===== src/vgts_pkg.sv =====
// ----------------------------------------------------------------------------
// vgts_pkg: shared types and constants of the wind grid sampler
// Field widths, action codes, register indexes, the controller state type and
// the control bundle that drives the weighting and accumulation pipeline.
// ----------------------------------------------------------------------------
package vgts_pkg;

	// Fixed widths of the item and register fields and of the grid word.
	localparam int POS_W     = 24;
	localparam int VEC_W     = 16;
	localparam int CFG_W     = 16;
	localparam int CELL_XW   = 5;
	localparam int CELL_YW   = 5;
	localparam int CELL_ZW   = 4;
	localparam int REG_IDX_W = 2;
	localparam int WORD_W    = 3 * VEC_W;

	// Cell space keeps eight fraction bits; interpolation weights use the same.
	localparam int FRAC_W  = 8;
	localparam int T_W     = 8;
	localparam int COORD_W = 26;
	localparam int BASE_W  = COORD_W - FRAC_W;

	typedef enum logic [1:0] {
		ACT_WRITE     = 2'd0,
		ACT_TRILINEAR = 2'd1,
		ACT_NEAREST   = 2'd2
	} action_t;

	localparam logic [REG_IDX_W-1:0] REG_ROOT_X = 2'd0;
	localparam logic [REG_IDX_W-1:0] REG_ROOT_Y = 2'd1;
	localparam logic [REG_IDX_W-1:0] REG_ROOT_Z = 2'd2;

	typedef enum logic [2:0] {
		ST_IDLE,
		ST_DECODE,
		ST_ROW,
		ST_ADDR,
		ST_WRITE,
		ST_READ,
		ST_DRAIN,
		ST_RESULT
	} state_t;

	// One decoded axis of a query position.
	typedef struct packed {
		logic              ok;
		logic [BASE_W-1:0] base;
		logic [T_W-1:0]    t;
	} axis_t;

	// Control from the sequencer to the accumulation pipeline.
	typedef struct packed {
		logic           clear;
		logic           issue;
		logic [2:0]     corner;
		logic [T_W-1:0] tx;
		logic [T_W-1:0] ty;
		logic [T_W-1:0] tz;
	} mac_ctrl_t;

endpackage


===== src/vgts_mac.sv =====
// ----------------------------------------------------------------------------
// vgts_mac: corner weighting and accumulation pipeline
// Forms the trilinear weight of each corner, multiplies the three components
// read from the grid, sums the corners issued, then rounds and saturates.
// ----------------------------------------------------------------------------
module vgts_mac #(
	parameter int COMPONENT_BITS = 16
) (
	input  logic                                  clk,
	input  logic                                  arst_n,
	input  vgts_pkg::mac_ctrl_t                   ctrl,
	input  logic [vgts_pkg::WORD_W-1:0]           rdata,
	output logic                                  busy,
	output logic [2:0][COMPONENT_BITS-1:0]        flow
);

	localparam int VEC_W  = vgts_pkg::VEC_W;
	localparam int T_W    = vgts_pkg::T_W;
	localparam int WT_W   = T_W + 1;
	localparam int WXY_W  = 2 * WT_W - 1;
	localparam int W_W    = 3 * WT_W - 2;
	localparam int PROD_W = VEC_W + W_W + 1;
	// The eight weights always add up to exactly one, so the sum does not grow.
	localparam int ACC_W  = PROD_W;
	localparam int RND_SH = 3 * T_W;
	localparam int Q_W    = ACC_W - RND_SH;
	localparam int SAT_W  = 34;

	localparam logic [WT_W-1:0] W_ONE = WT_W'(1) << T_W;
	localparam logic signed [ACC_W-1:0] RND_HALF = ACC_W'(1) << (RND_SH - 1);
	localparam logic signed [SAT_W-1:0] SAT_HI =
		$signed((SAT_W'(1) << (COMPONENT_BITS - 1)) - SAT_W'(1));
	localparam logic signed [SAT_W-1:0] SAT_LO = ~SAT_HI;

	logic [WT_W-1:0]  wx, wy, wz;
	logic             v_s1, v_s2, v_s3;
	logic [WXY_W-1:0] wxy_s1;
	logic [WT_W-1:0]  wz_s1;
	logic [W_W-1:0]   w_s2;
	logic [vgts_pkg::WORD_W-1:0] data_s2;
	logic signed [VEC_W-1:0]  comp [3];
	logic signed [W_W:0]      w_sg;
	logic signed [PROD_W-1:0] prod [3];
	logic signed [PROD_W-1:0] prod_s3 [3];
	logic signed [ACC_W-1:0]  acc_q [3];
	logic signed [ACC_W-1:0]  rnd [3];
	logic signed [SAT_W-1:0]  ext [3];
	logic signed [SAT_W-1:0]  sat [3];

	always_comb begin
		wx = ctrl.corner[0] ? {1'b0, ctrl.tx} : W_ONE - {1'b0, ctrl.tx};
		wy = ctrl.corner[1] ? {1'b0, ctrl.ty} : W_ONE - {1'b0, ctrl.ty};
		wz = ctrl.corner[2] ? {1'b0, ctrl.tz} : W_ONE - {1'b0, ctrl.tz};
	end

	always_comb begin
		w_sg = $signed({1'b0, w_s2});
		for (int k = 0; k < 3; k++) begin
			comp[k] = $signed(data_s2[k*VEC_W +: VEC_W]);
			prod[k] = comp[k] * w_sg;
		end
	end

	always_ff @(posedge clk or negedge arst_n) begin
		if (!arst_n) begin
			v_s1 <= 1'b0;
			v_s2 <= 1'b0;
			v_s3 <= 1'b0;
		end else begin
			v_s1 <= ctrl.issue;
			v_s2 <= v_s1;
			v_s3 <= v_s2;
		end
	end

	// Stage 1 forms the xy weight while the memory read is under way, stage 2
	// adds z and captures the read data, stage 3 holds the products.
	always_ff @(posedge clk) begin
		wxy_s1  <= {{(WXY_W-WT_W){1'b0}}, wx} * wy;
		wz_s1   <= wz;
		w_s2    <= {{(W_W-WXY_W){1'b0}}, wxy_s1} * wz_s1;
		data_s2 <= rdata;
		for (int k = 0; k < 3; k++) begin
			prod_s3[k] <= prod[k];
			if (ctrl.clear) begin
				acc_q[k] <= '0;
			end else if (v_s3) begin
				acc_q[k] <= acc_q[k] + prod_s3[k];
			end
		end
	end

	// Round half up at the weight scale, then clamp to the result width.
	always_comb begin
		for (int k = 0; k < 3; k++) begin
			rnd[k] = acc_q[k] + RND_HALF;
			ext[k] = $signed({{(SAT_W-Q_W){rnd[k][ACC_W-1]}}, rnd[k][ACC_W-1:RND_SH]});
			if (ext[k] > SAT_HI) begin
				sat[k] = SAT_HI;
			end else if (ext[k] < SAT_LO) begin
				sat[k] = SAT_LO;
			end else begin
				sat[k] = ext[k];
			end
			flow[k] = sat[k][COMPONENT_BITS-1:0];
		end
	end

	assign busy = v_s1 | v_s2 | v_s3;

endmodule


===== config.mk =====
export PLATFORM = sky130hd
export DESIGN_NAME = vgts_mac
export DESIGN_NICKNAME = d
export VERILOG_FILES = /design/src/vgts_pkg.sv /design/src/vgts_mac.sv
export SDC_FILE = /design/constraint.sdc
export NUM_CORES = 2
export LEC_CHECK = 0
export ABC_AREA = 1
export BUFFER_PORTS_ARGS = -buffer_cell sky130_fd_sc_hd__buf_2
export CORE_MARGIN = 2
export CORE_UTILIZATION = 40
export CTS_CLUSTER_DIAMETER = 200
export DETAILED_ROUTE_END_ITERATION = 16
export PLACE_DENSITY_LB_ADDON = 0.15
export SETUP_SLACK_MARGIN = 0.1
export SYNTH_ARGS = -nofsm -noshare
export SYNTH_HDL_FRONTEND = slang
export SYNTH_SLANG_ARGS = --single-unit

===== constraint.sdc =====
create_clock -name clk -period 5.35 [get_ports clk]
set_input_delay 0.535 -clock clk [delete_from_list [all_inputs] [get_ports clk]]
set_output_delay 0.535 -clock clk [all_outputs]
set_load 0.05 [all_outputs]

Word-level counts from Yosys, hierarchy flattened --
Memory sizes are Yosys's and may differ from the RTL's. Index checks and enable logic that the tools add are counted.
Operators by class: $add $sub $neg 9, multiply operators 5, magnitude comparators 6, multiplexer cells 17, bitwise gates (word level) 5
Operators with widths (count):
- $add 42x25->42 const B | 3
- $add 42x42->42 | 3
- $mul 16x26->42 | 3
- $mux 42 | 3
- $mux 16 | 6
- $gt 18x16->1 const B | 3
- $lt 18x16->1 const B | 3
- $sub 9x8->9 const A | 3
- $mul 17x9->25 | 1
- $mux 9 | 2
- $mul 9x9->17 | 1
- $mux 8 | 1
- $mux 1 | 5
- $or 1x1->1 | 5
Word-level totals: flip-flop bits (word level) 102, RAM bits 252, bits of input ports 79, output and inout port bits 49, logic and storage cells 52, memories kept 2
Memories:
- acc_q | words 3, bits a word 42, read ports 3, clocked after memory_dff 0, write ports 3, RTL line vgts_mac.sv:45 | logic signed [ACC_W-1:0] acc_q [3];
- prod_s3 | words 3, bits a word 42, read ports 3, clocked after memory_dff 0, write ports 3, RTL line vgts_mac.sv:44 | logic signed [PROD_W-1:0] prod_s3 [3];

Longest topological paths before layout --
An unclocked memory read counts as a cell.
depth after elaboration 5, gate-level depth with buffers 29, gate-level depth less buffers 27

Worst setup path after synthesis --
Ideal clock, no wire load.
kind reg-to-reg, from register w_s2[7], to memory prod_s3[0][116] in the netlist's numbering, library setup time 112 ps, data arrival time 5337 ps, data required time 5238 ps, path slack -99 ps, stages on the path, launching flop included 24, path buffers 2, clock period less this slack 5449 ps, cells stage by stage dfxtp_1 -> clkbuf_1 -> buf_1 -> nand2_1 -> fa_1 -> inv_1 -> fa_1 -> inv_1 -> fa_1 -> inv_1 -> fa_1 -> fa_1 -> inv_1 -> fa_1 -> inv_1 -> ha_1 -> nand2_1 -> nor2_1 -> nor3b_1 -> nand3_1 -> nand3_1 -> nand2_1 -> nand3_1 -> nand2_1
RTL lines:
- start, declared | RTL line vgts_mac.sv:39 | logic [W_W-1:0] w_s2;
- start signal, assigned | RTL line vgts_mac.sv:81 | w_s2 <= {{(W_W-WXY_W){1'b0}}, wxy_s1} * wz_s1;
- end, declared | RTL line vgts_mac.sv:44

==> results.yml <==
timing:
  finalWorstSetupSlack_ps: -45.80
  rsz0062_at_grt: "yes"
  slew_violations: 0
  hold_violations: 0
  maxSlewHeadroom_pct: 46.37
  fin_skew_ps: 46.24
  setup_viol: 6
  fmax_ghz: 0.1853
  finalSetupTns_ps: -91.20
  tightest_slew_ps: 804.4
  period_share_pct: 100.9
  fin_crit_ps: 5396
placement:
  dpl.hpwl_um: 180000
  globalplace.congestion: 0.9314
  portBuffers: 127
critical_path:
  end_kind: "register"
  setup.worst_path.class: "reg2reg"
  crit_required_ps: 5910
  cp-start-kind: "register"
  reg2regPathDepth: 22
  cp.arrival_ps: 5950
  crit_path_max_fanout: 7
drt:
  num_vias: 61700
  drtIter0Drc: 3491
  firstDrtPassIters: 5
  wl_per_cell_um: 17.16
  drt_wl_total_um: 221900
  viasPerCell: 4.770
  drc: 0
  drtAntennaViolNets: 0
global_route:
  grt_max_degree: 114
  overflow: 0
  first_global_vias: 63890
  antenna_found_initial: 2
  grt_pass1_wl_um: 350300
  grtUsageTotal_pct: 24.67
floorplanning:
  io_pins: 128
  die_x_um: 424.4
  initial_core_util_pct: 40.18
  die-area_um2: 180100
  coreArea_um2: 175900
  die_y_um: 424.4
  rows: 154
logic_synthesis:
  ys_warn_count: 0
  synth_edf_count: 126
  synth_cells: 9926
  synth_fp_nets: 11750
  synth_ff_type: "dfxtp_1"
  ys_ff_latch: 354
  ys_seq_area_share_pct: 11.83
  async_flop_share_pct: 0.8475
  syn_avg_cell_area_um2: 7.121
  synth_area_um2: 70680
  synth.distinct_cells: 50
clock_tree:
  cts_root_buf: "clkbuf_16"
  clock_sinks: 354
  clk_pin_slew_ps: 70
  tritoncts: "done"
  clock_latency_ps: 700
  cts_buffers: 53
  clockBufferDepth: 3
  cts-htree-levels: 2
outcome:
  violations: "negative setup slack"
  status: "finished, violations left"
run:
  maxCapViolations: 0
worst_hold_path:
  holdPathStages: 2
  hp-class: "in2reg"
finish:
  layout.nets: 12380
  drive_above_1_share_pct: 14.74
  areaGrowthSynthToFinish_pct: 21.31
-- registers in the layout, indices dropped and copies added, names as in the netlist --
register,count
v_s1,1
wxy_s1,17
v_s2,1
data_s2,48
prod_s3,126
v_s3,1
w_s2,25
acc_q,126
wz_s1,9
-- final timing paths --
| check | from | to | slack (ps) |
|---|---|---|---|
| setup / recovery | w_s2[7] | prod_s3[0][71] | -50 |
| hold / removal | ctrl[6] | wz_s1[8] | 60 |
| setup reg to reg | w_s2[7] | prod_s3[0][71] | -50 |
| hold reg to reg | v_s1 | v_s2 | 380 |
| max in group asynchronous | arst_n | v_s1 | 5090 |
| min in group asynchronous | arst_n | v_s2 | 160 |
-- cell type report --
cell class	count	area [um^2]
Inverter	2723	10220
Tap cell	2340	2928
Multi-Input combinational cell	6528	53660
Fill cell	17630	90170
Clock inverter	30	231.5
Clock buffer	66	1544
Antenna cell	2	5.005
Timing Repair Buffer	891	8673
Sequential cell	354	8486
-- kinds of logic (layout without fill, tap and decap cells) --
logic type / count (synthesis) / after routing / synth area share, %
compound gates: 650 / 650 / 4.875
xor+xnor: 168 / 168 / 2.129
fa+ha+maj: 1746 / 1746 / 42.77
buf+inv: 3044 / 3710 / 16.22
flops: 354 / 354 / 11.83
other cells: 0 / 2 / 0
simple gates: 3964 / 3964 / 22.17
-- cells in the final DEF, fill, tap and decap left out, types with 29 or more instances in the layout --
cell type	synthesis	final
a21oi_1	374	276
a21oi_2	0	75
buf_12	0	118
buf_2	0	128
buf_4	1	538
buf_6	5	30
clkbuf_16	0	73
dfxtp_1	225	187
dfxtp_4	0	30
dlygate4sd3_1	0	44
edfxtp_1	126	126
fa_1	1117	1081
fa_2	0	36
ha_1	629	561
ha_4	0	64
inv_1	2715	2663
inv_2	5	57
nand2_1	2932	2805
nand2_2	7	101
nand2_4	1	33
nand3_1	244	224
nand4_1	59	59
nor2_1	607	525
nor2_2	2	50
nor2_4	6	40
nor3_1	47	40
o21ai_0	203	149
o21ai_1	3	29
xnor2_1	42	42
xor2_1	123	117
-- stage by stage --
| stage | instance area [um^2] | hold slack [ps] | utilization [%] | std cells | setup WS [ps] |
|---|---|---|---|---|---|
| floorplan | 70780 | 239.4 | - | 9926 | 100.4 |
| global placement | 78840 | 329.5 | 44.81 | 12670 | -415.3 |
| detailed placement | 78840 | 334.9 | 44.81 | 12670 | -389.6 |
| CTS | 84540 | 14.90 | 48.06 | 12890 | 0.7403 |
| global route | 85740 | 37.36 | 48.74 | 12930 | -218.7 |
| finish | 85750 | 55.63 | 48.74 | 12930 | -45.80 |
-- Yosys cell counts, drive strengths merged, types with 8 or more instances --
master  count  area [um^2]
a21o       13        97.59
a21oi     374         1872
and2       15        93.84
buf        64        281.5
clkbuf    257        964.7
dfxtp     225         4504
edfxtp    126         3784
fa       1117        22360
ha        629         7870
inv      2720        10210
nand2    2940        11060
nand3     247         1251
nand3b      8        60.06
nand4      60        390.4
nor2      615         2359
nor3       50        271.5
o21a       16        120.1
o21ai     207         1040
o21bai     26        217.7
or2        14        87.58
xnor2      43        384.1
xor2      125         1121
-- metal layers --
layer | share of wire, % | routed length [um] | track usage (%)
met4 | 3.5 | 7772 | 7.918
met1 | 44 | 98690 | 32.71
met3 | 4.1 | 9080 | 2.064
met2 | 48 | 106400 | 42.54
met5 | 0 | 0 | 0
-- critical path, stage by stage, from the launching register on --
cell and delay [ps]:
dfxtp_4 400, buf_8 160, nand2_1 50, inv_1 50
fa_1 510, inv_1 60, fa_1 490, fa_1 520
inv_1 50, fa_1 470, fa_1 500, inv_1 50
fa_1 500, inv_2 50, ha_4 310, nand2_4 70
nor2_4 130, buf_6 100, nand4_1 120, o211ai_1 330
nand2_1 180, nand3_1 120, nand2_1 60
-- what timing repair did --
item	CTS	global route
endpoints found under the setup margin	92	92
pin swaps	148	83
hold buffers	44	0
setup buffers	69	29
hold endpoints to repair	46	0
resized for setup	594	208
cloned	18	13
Power is left out: the tool's default activity adds up to more than one toggle a clock period on the data nets, which glitch-free logic cannot reach.
